### src/design/stk_pkg.sv
package stk_pkg;

   // Command codes carried in the request beat.
   localparam logic [1:0] CMD_PUSH = 2'd0;
   localparam logic [1:0] CMD_POP  = 2'd1;
   localparam logic [1:0] CMD_XMAX = 2'd2;

   // Status codes carried in the response beat.
   localparam logic [1:0] STS_OK    = 2'd0;
   localparam logic [1:0] STS_EMPTY = 2'd1;
   localparam logic [1:0] STS_FULL  = 2'd2;

   localparam int DATA_W  = 32;
   localparam int COUNT_W = 7;

   typedef struct packed {
      logic [1:0]               command;
      logic signed [DATA_W-1:0] push_value;
   } req_type;

   typedef struct packed {
      logic signed [DATA_W-1:0] result_value;
      logic [1:0]               status;
      logic [COUNT_W-1:0]       entry_count;
   } rsp_type;

endpackage

### src/design/stk_ram.sv
module stk_ram #(
   parameter int WIDTH = 32,
   parameter int DEPTH = 64
) (
   input  logic                     clock,
   input  logic                     wr_en,
   input  logic [$clog2(DEPTH)-1:0] wr_addr,
   input  logic [WIDTH-1:0]         wr_data,
   input  logic                     rd_en,
   input  logic [$clog2(DEPTH)-1:0] rd_addr,
   output logic [WIDTH-1:0]         rd_data
);

   logic [WIDTH-1:0] mem [DEPTH];
   logic [WIDTH-1:0] rd_data_ff;

   always_ff @(posedge clock) begin
      if (wr_en) begin
         mem[wr_addr] <= wr_data;
      end
      if (rd_en) begin
         rd_data_ff <= mem[rd_addr];
      end
   end

   assign rd_data = rd_data_ff;

endmodule

### src/design/stack_with_extract_max_top.sv
// Push, a full push, an empty pop or extract, and the unused code: one beat per cycle while
// the output has room. Pop: the RAM read, then the response load, before the next beat.
// Extract-max runs two sweeps over the single RAM read port
// (one pass finds the maximum, a second pass compacts the survivors in place).
// Synchronous active-high reset empties the stack and drops any pending response;
// the entry RAM is not cleared, since only entries below the fill count are ever read.
module stack_with_extract_max_top #(
   parameter int DEPTH = 64
) (
   input  logic             clock,
   input  logic             reset,
   input  logic             req_valid,
   output logic             req_ready,
   input  stk_pkg::req_type req_payload,
   output logic             rsp_valid,
   input  logic             rsp_ready,
   output stk_pkg::rsp_type rsp_payload
);

   import stk_pkg::*;

   // Address width indexes the entry RAM; count width must also hold DEPTH itself.
   localparam int AW = $clog2(DEPTH);
   localparam int CW = $clog2(DEPTH + 1);
   localparam logic [CW-1:0] DEPTH_C = CW'(DEPTH);
   localparam logic [CW-1:0] ONE_C   = CW'(1);

   typedef enum logic [4:0] {
      ST_IDLE   = 5'b00001,
      ST_POP_RD = 5'b00010,
      ST_SCAN   = 5'b00100,
      ST_PURGE  = 5'b01000,
      ST_RESP   = 5'b10000
   } state_type;

   state_type state_ff, state_in;

   // Stack pointer: number of valid entries, entries live at addresses 0..count-1.
   logic [CW-1:0] fill_count_ff, fill_count_in;

   // Sweep control shared by both extract passes. rd_idx is the next address to
   // read; rd_vld marks that the RAM output holds data from the previous cycle.
   logic [CW-1:0] rd_idx_ff, rd_idx_in;
   logic          rd_vld_ff, rd_vld_in;
   logic [CW-1:0] wr_idx_ff, wr_idx_in;
   logic          first_ff, first_in;
   logic signed [DATA_W-1:0] best_ff, best_in;

   // A finished result parks in pend until the output register can take it.
   rsp_type pend_ff, pend_in;
   rsp_type rsp_ff, rsp_in;
   logic    rsp_valid_ff, rsp_valid_in;

   logic              ram_wr_en;
   logic [AW-1:0]     ram_wr_addr;
   logic [DATA_W-1:0] ram_wr_data;
   logic              ram_rd_en;
   logic [AW-1:0]     ram_rd_addr;
   logic [DATA_W-1:0] ram_rd_data;

   logic                     accept;
   logic                     out_free;
   logic                     issue;
   logic signed [DATA_W-1:0] rd_sgn;
   logic signed [DATA_W-1:0] best_upd;
   logic                     keep;

   stk_ram #(
      .WIDTH (DATA_W),
      .DEPTH (DEPTH)
   ) u_ram (
      .clock   (clock),
      .wr_en   (ram_wr_en),
      .wr_addr (ram_wr_addr),
      .wr_data (ram_wr_data),
      .rd_en   (ram_rd_en),
      .rd_addr (ram_rd_addr),
      .rd_data (ram_rd_data)
   );

   // Requests are taken whenever the sequencer is idle, even while an older
   // response beat still waits in the output register.
   assign req_ready = (state_ff == ST_IDLE);
   assign accept    = req_valid && req_ready;
   assign out_free  = !rsp_valid_ff || rsp_ready;

   // Both sweeps read one entry per cycle while addresses remain.
   assign issue    = (rd_idx_ff < fill_count_ff);
   assign rd_sgn   = signed'(ram_rd_data);
   assign best_upd = (first_ff || (rd_sgn > best_ff)) ? rd_sgn : best_ff;
   assign keep     = (rd_sgn != best_ff);

   always_comb begin
      logic    imm;
      rsp_type imm_rsp;
      logic [CW-1:0] new_count;

      imm       = 1'b0;
      imm_rsp   = '0;
      new_count = '0;

      state_in      = state_ff;
      fill_count_in = fill_count_ff;
      rd_idx_in     = rd_idx_ff;
      rd_vld_in     = 1'b0;
      wr_idx_in     = wr_idx_ff;
      first_in      = first_ff;
      best_in       = best_ff;
      pend_in       = pend_ff;
      rsp_in        = rsp_ff;
      rsp_valid_in  = rsp_valid_ff && !rsp_ready;

      ram_wr_en   = 1'b0;
      ram_wr_addr = fill_count_ff[AW-1:0];
      ram_wr_data = req_payload.push_value;
      ram_rd_en   = 1'b0;
      ram_rd_addr = '0;

      unique case (state_ff)
         ST_IDLE: begin
            if (accept) begin
               unique case (req_payload.command)
                  CMD_PUSH: begin
                     imm = 1'b1;
                     if (fill_count_ff == DEPTH_C) begin
                        imm_rsp = '{result_value: '0, status: STS_FULL,
                                    entry_count: COUNT_W'(fill_count_ff)};
                     end else begin
                        ram_wr_en     = 1'b1;
                        fill_count_in = fill_count_ff + ONE_C;
                        imm_rsp = '{result_value: '0, status: STS_OK,
                                    entry_count: COUNT_W'(fill_count_ff + ONE_C)};
                     end
                  end
                  CMD_POP: begin
                     if (fill_count_ff == '0) begin
                        imm     = 1'b1;
                        imm_rsp = '{result_value: '0, status: STS_EMPTY, entry_count: '0};
                     end else begin
                        ram_rd_en     = 1'b1;
                        ram_rd_addr   = AW'(fill_count_ff - ONE_C);
                        fill_count_in = fill_count_ff - ONE_C;
                        state_in      = ST_POP_RD;
                     end
                  end
                  CMD_XMAX: begin
                     if (fill_count_ff == '0) begin
                        imm     = 1'b1;
                        imm_rsp = '{result_value: '0, status: STS_EMPTY, entry_count: '0};
                     end else begin
                        // Start the maximum search at the bottom of the stack.
                        ram_rd_en   = 1'b1;
                        ram_rd_addr = '0;
                        rd_idx_in   = ONE_C;
                        rd_vld_in   = 1'b1;
                        first_in    = 1'b1;
                        state_in    = ST_SCAN;
                     end
                  end
                  default: begin
                     // The unused command code leaves the stack alone.
                     imm     = 1'b1;
                     imm_rsp = '{result_value: '0, status: STS_OK,
                                 entry_count: COUNT_W'(fill_count_ff)};
                  end
               endcase
               // Immediate commands go straight to the output when it has room.
               if (imm) begin
                  if (out_free) begin
                     rsp_in       = imm_rsp;
                     rsp_valid_in = 1'b1;
                  end else begin
                     pend_in  = imm_rsp;
                     state_in = ST_RESP;
                  end
               end
            end
         end
         ST_POP_RD: begin
            pend_in  = '{result_value: rd_sgn, status: STS_OK,
                         entry_count: COUNT_W'(fill_count_ff)};
            state_in = ST_RESP;
         end
         ST_SCAN: begin
            if (issue) begin
               ram_rd_en   = 1'b1;
               ram_rd_addr = rd_idx_ff[AW-1:0];
               rd_idx_in   = rd_idx_ff + ONE_C;
               rd_vld_in   = 1'b1;
            end
            if (rd_vld_ff) begin
               best_in  = best_upd;
               first_in = 1'b0;
            end
            // Last entry has arrived: begin the compaction pass from the bottom.
            if (rd_vld_ff && !issue) begin
               ram_rd_en   = 1'b1;
               ram_rd_addr = '0;
               rd_idx_in   = ONE_C;
               rd_vld_in   = 1'b1;
               wr_idx_in   = '0;
               state_in    = ST_PURGE;
            end
         end
         ST_PURGE: begin
            if (issue) begin
               ram_rd_en   = 1'b1;
               ram_rd_addr = rd_idx_ff[AW-1:0];
               rd_idx_in   = rd_idx_ff + ONE_C;
               rd_vld_in   = 1'b1;
            end
            // Survivors slide down; the write pointer never passes the read pointer.
            if (rd_vld_ff && keep) begin
               ram_wr_en   = 1'b1;
               ram_wr_addr = wr_idx_ff[AW-1:0];
               ram_wr_data = ram_rd_data;
               wr_idx_in   = wr_idx_ff + ONE_C;
            end
            if (rd_vld_ff && !issue) begin
               new_count     = wr_idx_ff + (keep ? ONE_C : '0);
               fill_count_in = new_count;
               pend_in       = '{result_value: best_ff, status: STS_OK,
                                 entry_count: COUNT_W'(new_count)};
               state_in      = ST_RESP;
            end
         end
         ST_RESP: begin
            if (out_free) begin
               rsp_in       = pend_ff;
               rsp_valid_in = 1'b1;
               state_in     = ST_IDLE;
            end
         end
         default: begin
            state_in = ST_IDLE;
         end
      endcase
   end

   always_ff @(posedge clock) begin
      if (reset) begin
         state_ff      <= ST_IDLE;
         fill_count_ff <= '0;
         rd_vld_ff     <= 1'b0;
         rsp_valid_ff  <= 1'b0;
      end else begin
         state_ff      <= state_in;
         fill_count_ff <= fill_count_in;
         rd_vld_ff     <= rd_vld_in;
         rsp_valid_ff  <= rsp_valid_in;
      end
   end

   always_ff @(posedge clock) begin
      rd_idx_ff <= rd_idx_in;
      wr_idx_ff <= wr_idx_in;
      first_ff  <= first_in;
      best_ff   <= best_in;
      pend_ff   <= pend_in;
      rsp_ff    <= rsp_in;
   end

   assign rsp_valid   = rsp_valid_ff;
   assign rsp_payload = rsp_ff;

   a_count_bound: assert property (@(posedge clock) disable iff (reset)
      fill_count_ff <= DEPTH_C)
      else $error("fill count exceeds stack depth");

   a_wr_behind_rd: assert property (@(posedge clock) disable iff (reset)
      (state_ff == ST_PURGE) && ram_wr_en |-> wr_idx_ff < rd_idx_ff)
      else $error("compaction write overtook the read pointer");

   a_push_count: assert property (@(posedge clock) disable iff (reset)
      accept && (req_payload.command == CMD_PUSH) && (fill_count_ff != DEPTH_C)
      |=> fill_count_ff == $past(fill_count_ff) + ONE_C)
      else $error("push did not grow the stack by one");

   a_purge_shrinks: assert property (@(posedge clock) disable iff (reset)
      (state_ff == ST_PURGE) && (state_in == ST_RESP) |-> fill_count_in < fill_count_ff)
      else $error("extract did not remove the maximum");

endmodule
### config.mk
export PLATFORM = sky130hd
export DESIGN_NAME = stack_with_extract_max_top
export DESIGN_NICKNAME = d
export VERILOG_FILES = /design/src/design/stk_pkg.sv /design/src/design/stk_ram.sv /design/src/design/stack_with_extract_max_top.sv
export SDC_FILE = /design/constraint.sdc
export NUM_CORES = 2
export LEC_CHECK = 0
export BUFFER_PORTS_ARGS = -buffer_cell sky130_fd_sc_hd__clkbuf_2
export CAP_MARGIN = 20
export CORE_MARGIN = 3
export CORE_UTILIZATION = 44
export DETAILED_ROUTE_END_ITERATION = 10
export SYNTH_ARGS = -nofsm -noshare
export SYNTH_HDL_FRONTEND = slang
export SYNTH_HIERARCHICAL = 1
export SYNTH_SLANG_ARGS = --single-unit
export TNS_END_PERCENT = 1
### constraint.sdc
create_clock -name clock -period 8.8 [get_ports clock]
set_clock_uncertainty 0.15 [all_clocks]
set_input_delay 0.44 -clock clock [delete_from_list [all_inputs] [get_ports clock]]
set_output_delay 0.44 -clock clock [all_outputs]
set_load 0.01 [all_outputs]
* Word level (Yosys, flattened, before mapping)
Memory sizes are Yosys's and may differ from the RTL's. A register that Yosys moved wholly into a read port is not among the register bits.
Cells that the tools add are included.
** Cells by class
- Reduce and logical (&&, ||, !) cells :: 26
- Add/subtract/negate cells :: 5
- Order comparisons :: 2
- Equality and inequality tests :: 23
- Multiplexer cells :: 78
** Operators with widths (number)
- 41-bit 2-to-1 mux :: 8
- 41-bit case mux with 2 select lines :: 2
- 41-bit case mux with 3 select lines :: 1
- 7-bit 2-to-1 mux :: 11
- 32-bit 2-to-1 mux :: 2
- 6-bit 2-to-1 mux :: 7
- 7-bit case mux with 2 select lines :: 3
- 5-bit 2-to-1 mux :: 8
- 32-bit > comparator :: 1
- 32-bit inequality test :: 1
- 1-bit 2-to-1 mux :: 25
- 5-bit case mux with 5 select lines :: 1
- 7-bit by 1-bit adder with 7-bit output (second input constant) :: 3
- 7-bit case mux with 3 select lines :: 1
- 6-bit case mux with 3 select lines :: 1
- 5-bit AND reduction :: 3
- 2-bit inequality test (second input constant) :: 7
- 5-bit case mux with 2 select lines :: 1
- 9-bit 2-to-1 mux :: 1
- 8-bit 2-to-1 mux :: 1
- 2-bit by 1-bit inequality test with 1-bit output (second input constant) :: 4
- 4-bit AND reduction :: 2
- 2-bit nonzero test :: 4
- 7-bit by 1-bit adder with 7-bit output :: 1
- other kinds (23) :: 35
** Storage, ports and cells
- Logic and storage cells :: 149
- Bits in writable memories :: 2048
- Memories :: 1
- Bits in registers :: 143
- Input port bits :: 38
- Output and inout port bits :: 43
** Memories
- u_ram.mem :: depth 64, width 32, rd ports 1, clocked after memory_dff 1, wr ports 1, line stk_ram.sv:14 : logic [WIDTH-1:0] mem [DEPTH];

* Depth between registers and ports, before layout
- Depth in word-level cells :: 8
- Gate-level depth with buffers :: 20
- Gate-level depth less buffers :: 14

* Modules after synthesis
The synthesis kept the hierarchy.
** By module, submodules not included
- stk_ram :: instances 1, area an instance 79359.9 um^2, seq. area each 62459.9 um^2, cells an instance 3511
- stack_with_extract_max_top :: instances 1, area an instance 8080.2 um^2, seq. area each 4154.0 um^2, cells an instance 719

* Worst setup path before layout
No wires, ideal clock.
- Kind :: flip-flop to flip-flop
- From :: register fill_count_ff[0]
- To :: register rsp_ff, in the netlist rsp_payload[0] (enable)
- Arrival time :: 7.494 ns
- Cell stages (with the launch flop) :: 8
- Setup time :: 0.660 ns
- Clock period less this slack :: 8.304 ns
- Slack :: 0.496 ns
- Buffers on the path :: 1
- Data required time :: 7.990 ns
- Cell sequence :: dfxtp_1 -> buf_4 -> inv_1 -> ha_1 -> nand3_2 -> nand2_1 -> nor2_1 -> a2111oi_0
** Between the ends
- Longest elaborated chain between the ends :: 7
** RTL lines
- start: declaration :: line stack_with_extract_max_top.sv:39 : logic [CW-1:0] fill_count_ff, fill_count_in;
- start signal: assignment :: line stack_with_extract_max_top.sv:248 : fill_count_ff <= fill_count_in;
- 7-bit zero test :: line stack_with_extract_max_top.sv:136, stack_with_extract_max_top.sv:147
- 1-bit 2-to-1 mux :: line stack_with_extract_max_top.sv:136, stack_with_extract_max_top.sv:147
- 1-bit 2-to-1 mux
- 1-bit 2-to-1 mux :: line stack_with_extract_max_top.sv:121 : if (accept) begin
- 1-bit 2-to-1 mux :: line stack_with_extract_max_top.sv:119 : unique case (state_ff)
- 2-bit by 1-bit inequality test with 1-bit output (no source line)
- 5-bit AND reduction (no source line)
- end signal: assignment :: line stack_with_extract_max_top.sv:260 : rsp_ff <= rsp_in;
- end: declaration :: line stack_with_extract_max_top.sv:51 : rsp_type rsp_ff, rsp_in;
No other way between the ends. The select of a mux whose other input is x is not followed.
A chain may end at the register's enable or synchronous reset.

* Final worst setup path
- From :: register fill_count_ff[4]
- To :: register u_ram.rd_data_ff[13] (netlist: u_ram/rd_data[13]) (read register of u_ram.mem), data pin
** Between the ends
- Longest elaborated chain between the ends :: 5
- Elaborated cells on any way between the ends :: 17
- Those cells by class :: add/sub (1); order compare (1); mux (12); reduce/logical (3)
** RTL lines
- 7-bit less-than comparator / 7-bit zero test (equally long branches) :: line stack_with_extract_max_top.sv:88, stack_with_extract_max_top.sv:136
- 1-bit zero test / 6-bit 2-to-1 mux (equally long branches) :: line stack_with_extract_max_top.sv:196, stack_with_extract_max_top.sv:136
- 1-bit logical AND / 6-bit 2-to-1 mux (equally long branches)
- 6-bit 2-to-1 mux (on tied branches) :: line stack_with_extract_max_top.sv:196, stack_with_extract_max_top.sv:121
- 6-bit case mux with 3 select lines (*) :: line stack_with_extract_max_top.sv:119
- via ram_rd_addr[0] :: line stack_with_extract_max_top.sv:58 : logic [AW-1:0] ram_rd_addr;
- end: declaration :: line stk_ram.sv:15 : logic [WIDTH-1:0] rd_data_ff;
The timed path passes the listed nets; every way through them passes the cells marked *.

==> flow_summary.toml <==
[yosys]
netlist-cell-type-count = 82
synth.ff_latch_count = 2223
syn_inst = 4230
synth_edf_count = 2209
ys_seq_area_share_pct = 76.2
synthFlopType = "edfxtp_1"
synth_area_um2 = 87400
syn-num-nets = 4318
ys.warnings.count = 6
synthArstFlopShare_pct = 0
synth.avg_cell_area_um2 = 20.7

[pwr]
vdd_drop_max_mv = 0.167
totalPowerFinal_w = 0.0217
power_density_nw_per_um2 = 221
p_leak_nw = 29.6

[global_route]
grt_pass1_vias = 43400
antenna_found_initial = 14
grt_start_max_net_pins = 107
overflow = 0
grt_pass1_wl_mm = 331
grt.total_usage_pct = 22.9

[detailed_routing]
drtIter0Drc = 5202
finalWirelength_mm = 234
via_count = 44400
wl_per_cell_um = 32.4
ant_nets = 0
dr.pass1.iters = 6
vias_per_cell = 6.14
drc = 0

[clock_tree]
cts_tree = "built"
clock-sinks = 2223
cts_buffers = 215
clk_root_buffer_cell = "clkbuf_16"
holdBufCountCts = 3
postCtsSetupBuffers = 0
clk_latency_ns = 0.86
cts.repair.resized = 0
cts_max_level = 4
cts.clk_slew.worst_paths_ns = 0.06
ctsLongestPathBuffers = 3

[setup_path]
cp-endpoint = "u_ram/rd_data[13]$_DFFE_PP_"
required_ns = 9.25
reg2regPathDepth = 15
cp.arrival_ns = 6.90
reg2reg_from = "fill_count_ff[4]$_SDFFE_PP0P_"
r2r-end = "u_ram/rd_data[13]$_DFFE_PP_"
startpoint_type = "flip-flop"
path_class = "reg2reg"
end_kind = "flip-flop"
crit_start = "fill_count_ff[4]$_SDFFE_PP0P_"
rrSetupSlack_ns = 2.36
cp_max_fo = 68

[floorplan]
die_h_um = 452
die_area_um2 = 204000
row_count = 162
io_pins = 81
initial_utilization_pct = 44.6
coreArea_um2 = 196000
die_w_um = 452

[timing]
tns_ns = 0
slew_headroom_pct = 21.8
drv_slew = 0
fin_crit_ns = 6.44
finalSetupViolCount = 0
worst_pin_slew_ns = 1.16
post-route-period-util_pct = 73.2
timing.fmax_mhz = 155
rsz0062_at_grt = "no"
finalHoldViolCount = 0

[placement]
port_buffers = 80
gp_congestion = 0.845
dp_hpwl_mm = 133
dp.cells = 6829
place_area_um2 = 91400

[run]
timing.max_cap.violations = 0

[status]
outcome = "complete, no violations"

[hold_path]
min_path_type = "in2reg"

[finish]
area_growth_syn_to_layout_pct = 12.3
nets = 4513
utilization_pct = 50.0
multi_input_area_um2 = 19800
fin_area_um2 = 98200
drive_gt1_share_pct = 23.9
final_cells = 7231
num-fill-cells = 15700
seq_area_um2 = 66600
-- power breakdown --
part	total, W	switching, W	internal [W]
Clock	0.00887	0.00386	0.00501
Combinational	0.00102	0.000700	0.000317
Sequential	0.0118	0.0000539	0.0117
Total	0.0217	0.00461	0.0171
-- through the flow --
stage | setup slack, ns | hold slack, ns
after floorplan | 0.496 | 0.294
after global placement | 1.70 | 0.349
after detailed placement | 2.35 | 0.352
after CTS | 2.30 | 0.0289
after global routing | 2.04 | 0.111
final | 2.36 | 0.109
-- synthesized netlist by cell type, types with 36 or more instances --
cell type / count / area share (%)
edfxtp_1: 2209 / 76
mux4_2: 446 / 11
mux2i_1: 191 / 2.2
a22oi_1: 132 / 1.1
nor2_1: 129 / 0.55
clkbuf_1: 95 / 0.41
nand2_1: 95 / 0.41
o21ai_0: 86 / 0.49
nand3_1: 75 / 0.43
a21oi_1: 62 / 0.35
buf_2: 58 / 0.33
inv_1: 51 / 0.22
ha_1: 50 / 0.72
o22ai_1: 48 / 0.34
and2_1: 36 / 0.26
-- cell families (layout without fill, tap and decap cells) --
| logic type | count (synthesis) | in the layout | synth area share, % |
|---|---|---|---|
| adder cells (fa/ha/maj) | 50 | 50 | 0.715 |
| multiplexers | 676 | 676 | 14.3 |
| flip-flops | 2223 | 2223 | 76.2 |
| XOR/XNOR | 22 | 22 | 0.220 |
| other | 0 | 11 | 0 |
| AO/OA/AOI/OAI | 514 | 514 | 4.11 |
| buffers and inverters | 290 | 656 | 1.90 |
| AND/OR/NAND/NOR | 455 | 455 | 2.58 |
-- worst min-delay path by stage --
stage	startpoint	end	slack, ns	cells after the start
finish	req_payload[33]	state_ff[2]$_SDFFE_PP0P_	0.11	6
global route	req_payload[33]	state_ff[2]$_SDFFE_PP0P_	0.11	6
CTS	req_payload[33]	state_ff[2]$_SDFFE_PP0P_	0.03	6
detailed placement	pend_ff[17]$_DFFE_PP_	rsp_payload[17]$_SDFFCE_PN0P_	0.35	1
global placement	pend_ff[38]$_DFFE_PP_	rsp_payload[38]$_SDFFCE_PN0P_	0.35	1
floorplan	u_ram/rd_data[0]$_DFFE_PP_	best_ff[0]$_DFFE_PP_	0.29	0
-- registers in the layout, summed over array words and instances, names as in the netlist --
| signal | count |
|---|---|
| first_ff | 1 |
| u_ram/mem | 2048 |
| state_ff | 5 |
| rd_vld_ff | 1 |
| fill_count_ff | 7 |
| pend_ff | 41 |
| u_ram/rd_data | 32 |
| best_ff | 32 |
| rsp_valid | 1 |
| rd_idx_ff | 7 |
| wr_idx_ff | 7 |
| rsp_payload | 41 |
-- critical path: stages (launching register included) --
cell	delay (ns)
dfxtp_1	0.59
inv_1	0.12
ha_1	0.33
a21o_1	0.19
a21oi_1	0.25
o21ai_4	0.17
a21oi_2	0.36
o21ai_1	0.30
o21ai_4	0.91
buf_12	0.46
buf_4	0.57
mux4_2	0.56
nor2b_1	0.14
a211oi_1	0.26
o21ai_0	0.41
and3_1	0.29
-- per-layer routing --
layer	wire length, um	global-route usage [%]	up-vias
met5	12	0	-
met3	19300	3.69	315
met4	6740	6.49	2
li1	-	-	18100
met2	113000	36.6	2053
met1	95500	32.7	24000
-- placed cells by master (no fill, tap or decap), types with 13 or more instances in the layout --
| master | synthesis | layout |
|---|---|---|
| nor3_1 | 19 | 19 |
| xnor2_1 | 13 | 13 |
| nand3_1 | 75 | 74 |
| bufinv_16 | 0 | 17 |
| clkbuf_16 | 0 | 218 |
| clkinv_2 | 0 | 34 |
| ha_1 | 50 | 50 |
| o21ai_0 | 86 | 78 |
| nor2b_1 | 18 | 13 |
| edfxtp_1 | 2209 | 2209 |
| o211ai_1 | 22 | 22 |
| mux4_2 | 446 | 446 |
| clkinv_1 | 1 | 54 |
| nor2_4 | 1 | 67 |
| mux2_4 | 26 | 26 |
| clkbuf_2 | 1 | 80 |
| nand2_1 | 95 | 95 |
| and2_1 | 36 | 35 |
| clkbuf_1 | 95 | 47 |
| a211oi_1 | 28 | 27 |
| o221ai_1 | 19 | 19 |
| inv_1 | 51 | 51 |
| nor2_1 | 129 | 62 |
| a21oi_1 | 62 | 62 |
| o22ai_1 | 48 | 47 |
| a31oi_1 | 23 | 23 |
| and3_1 | 19 | 18 |
| a22oi_1 | 132 | 132 |
| mux2i_1 | 191 | 191 |
| dfxtp_1 | 14 | 14 |
| buf_4 | 29 | 119 |
-- layout make-up --
cell class	instances	area share (%)
multi-input combinational	1717	20.1
sequential	2223	67.9
timing repair buffer	216	1.62
clock inverter	123	1.08
clock buffer	265	5.74
inverter	52	0.199
antenna	11	0.0280
tap	2624	3.34
(Power assumes the default switching activity.)
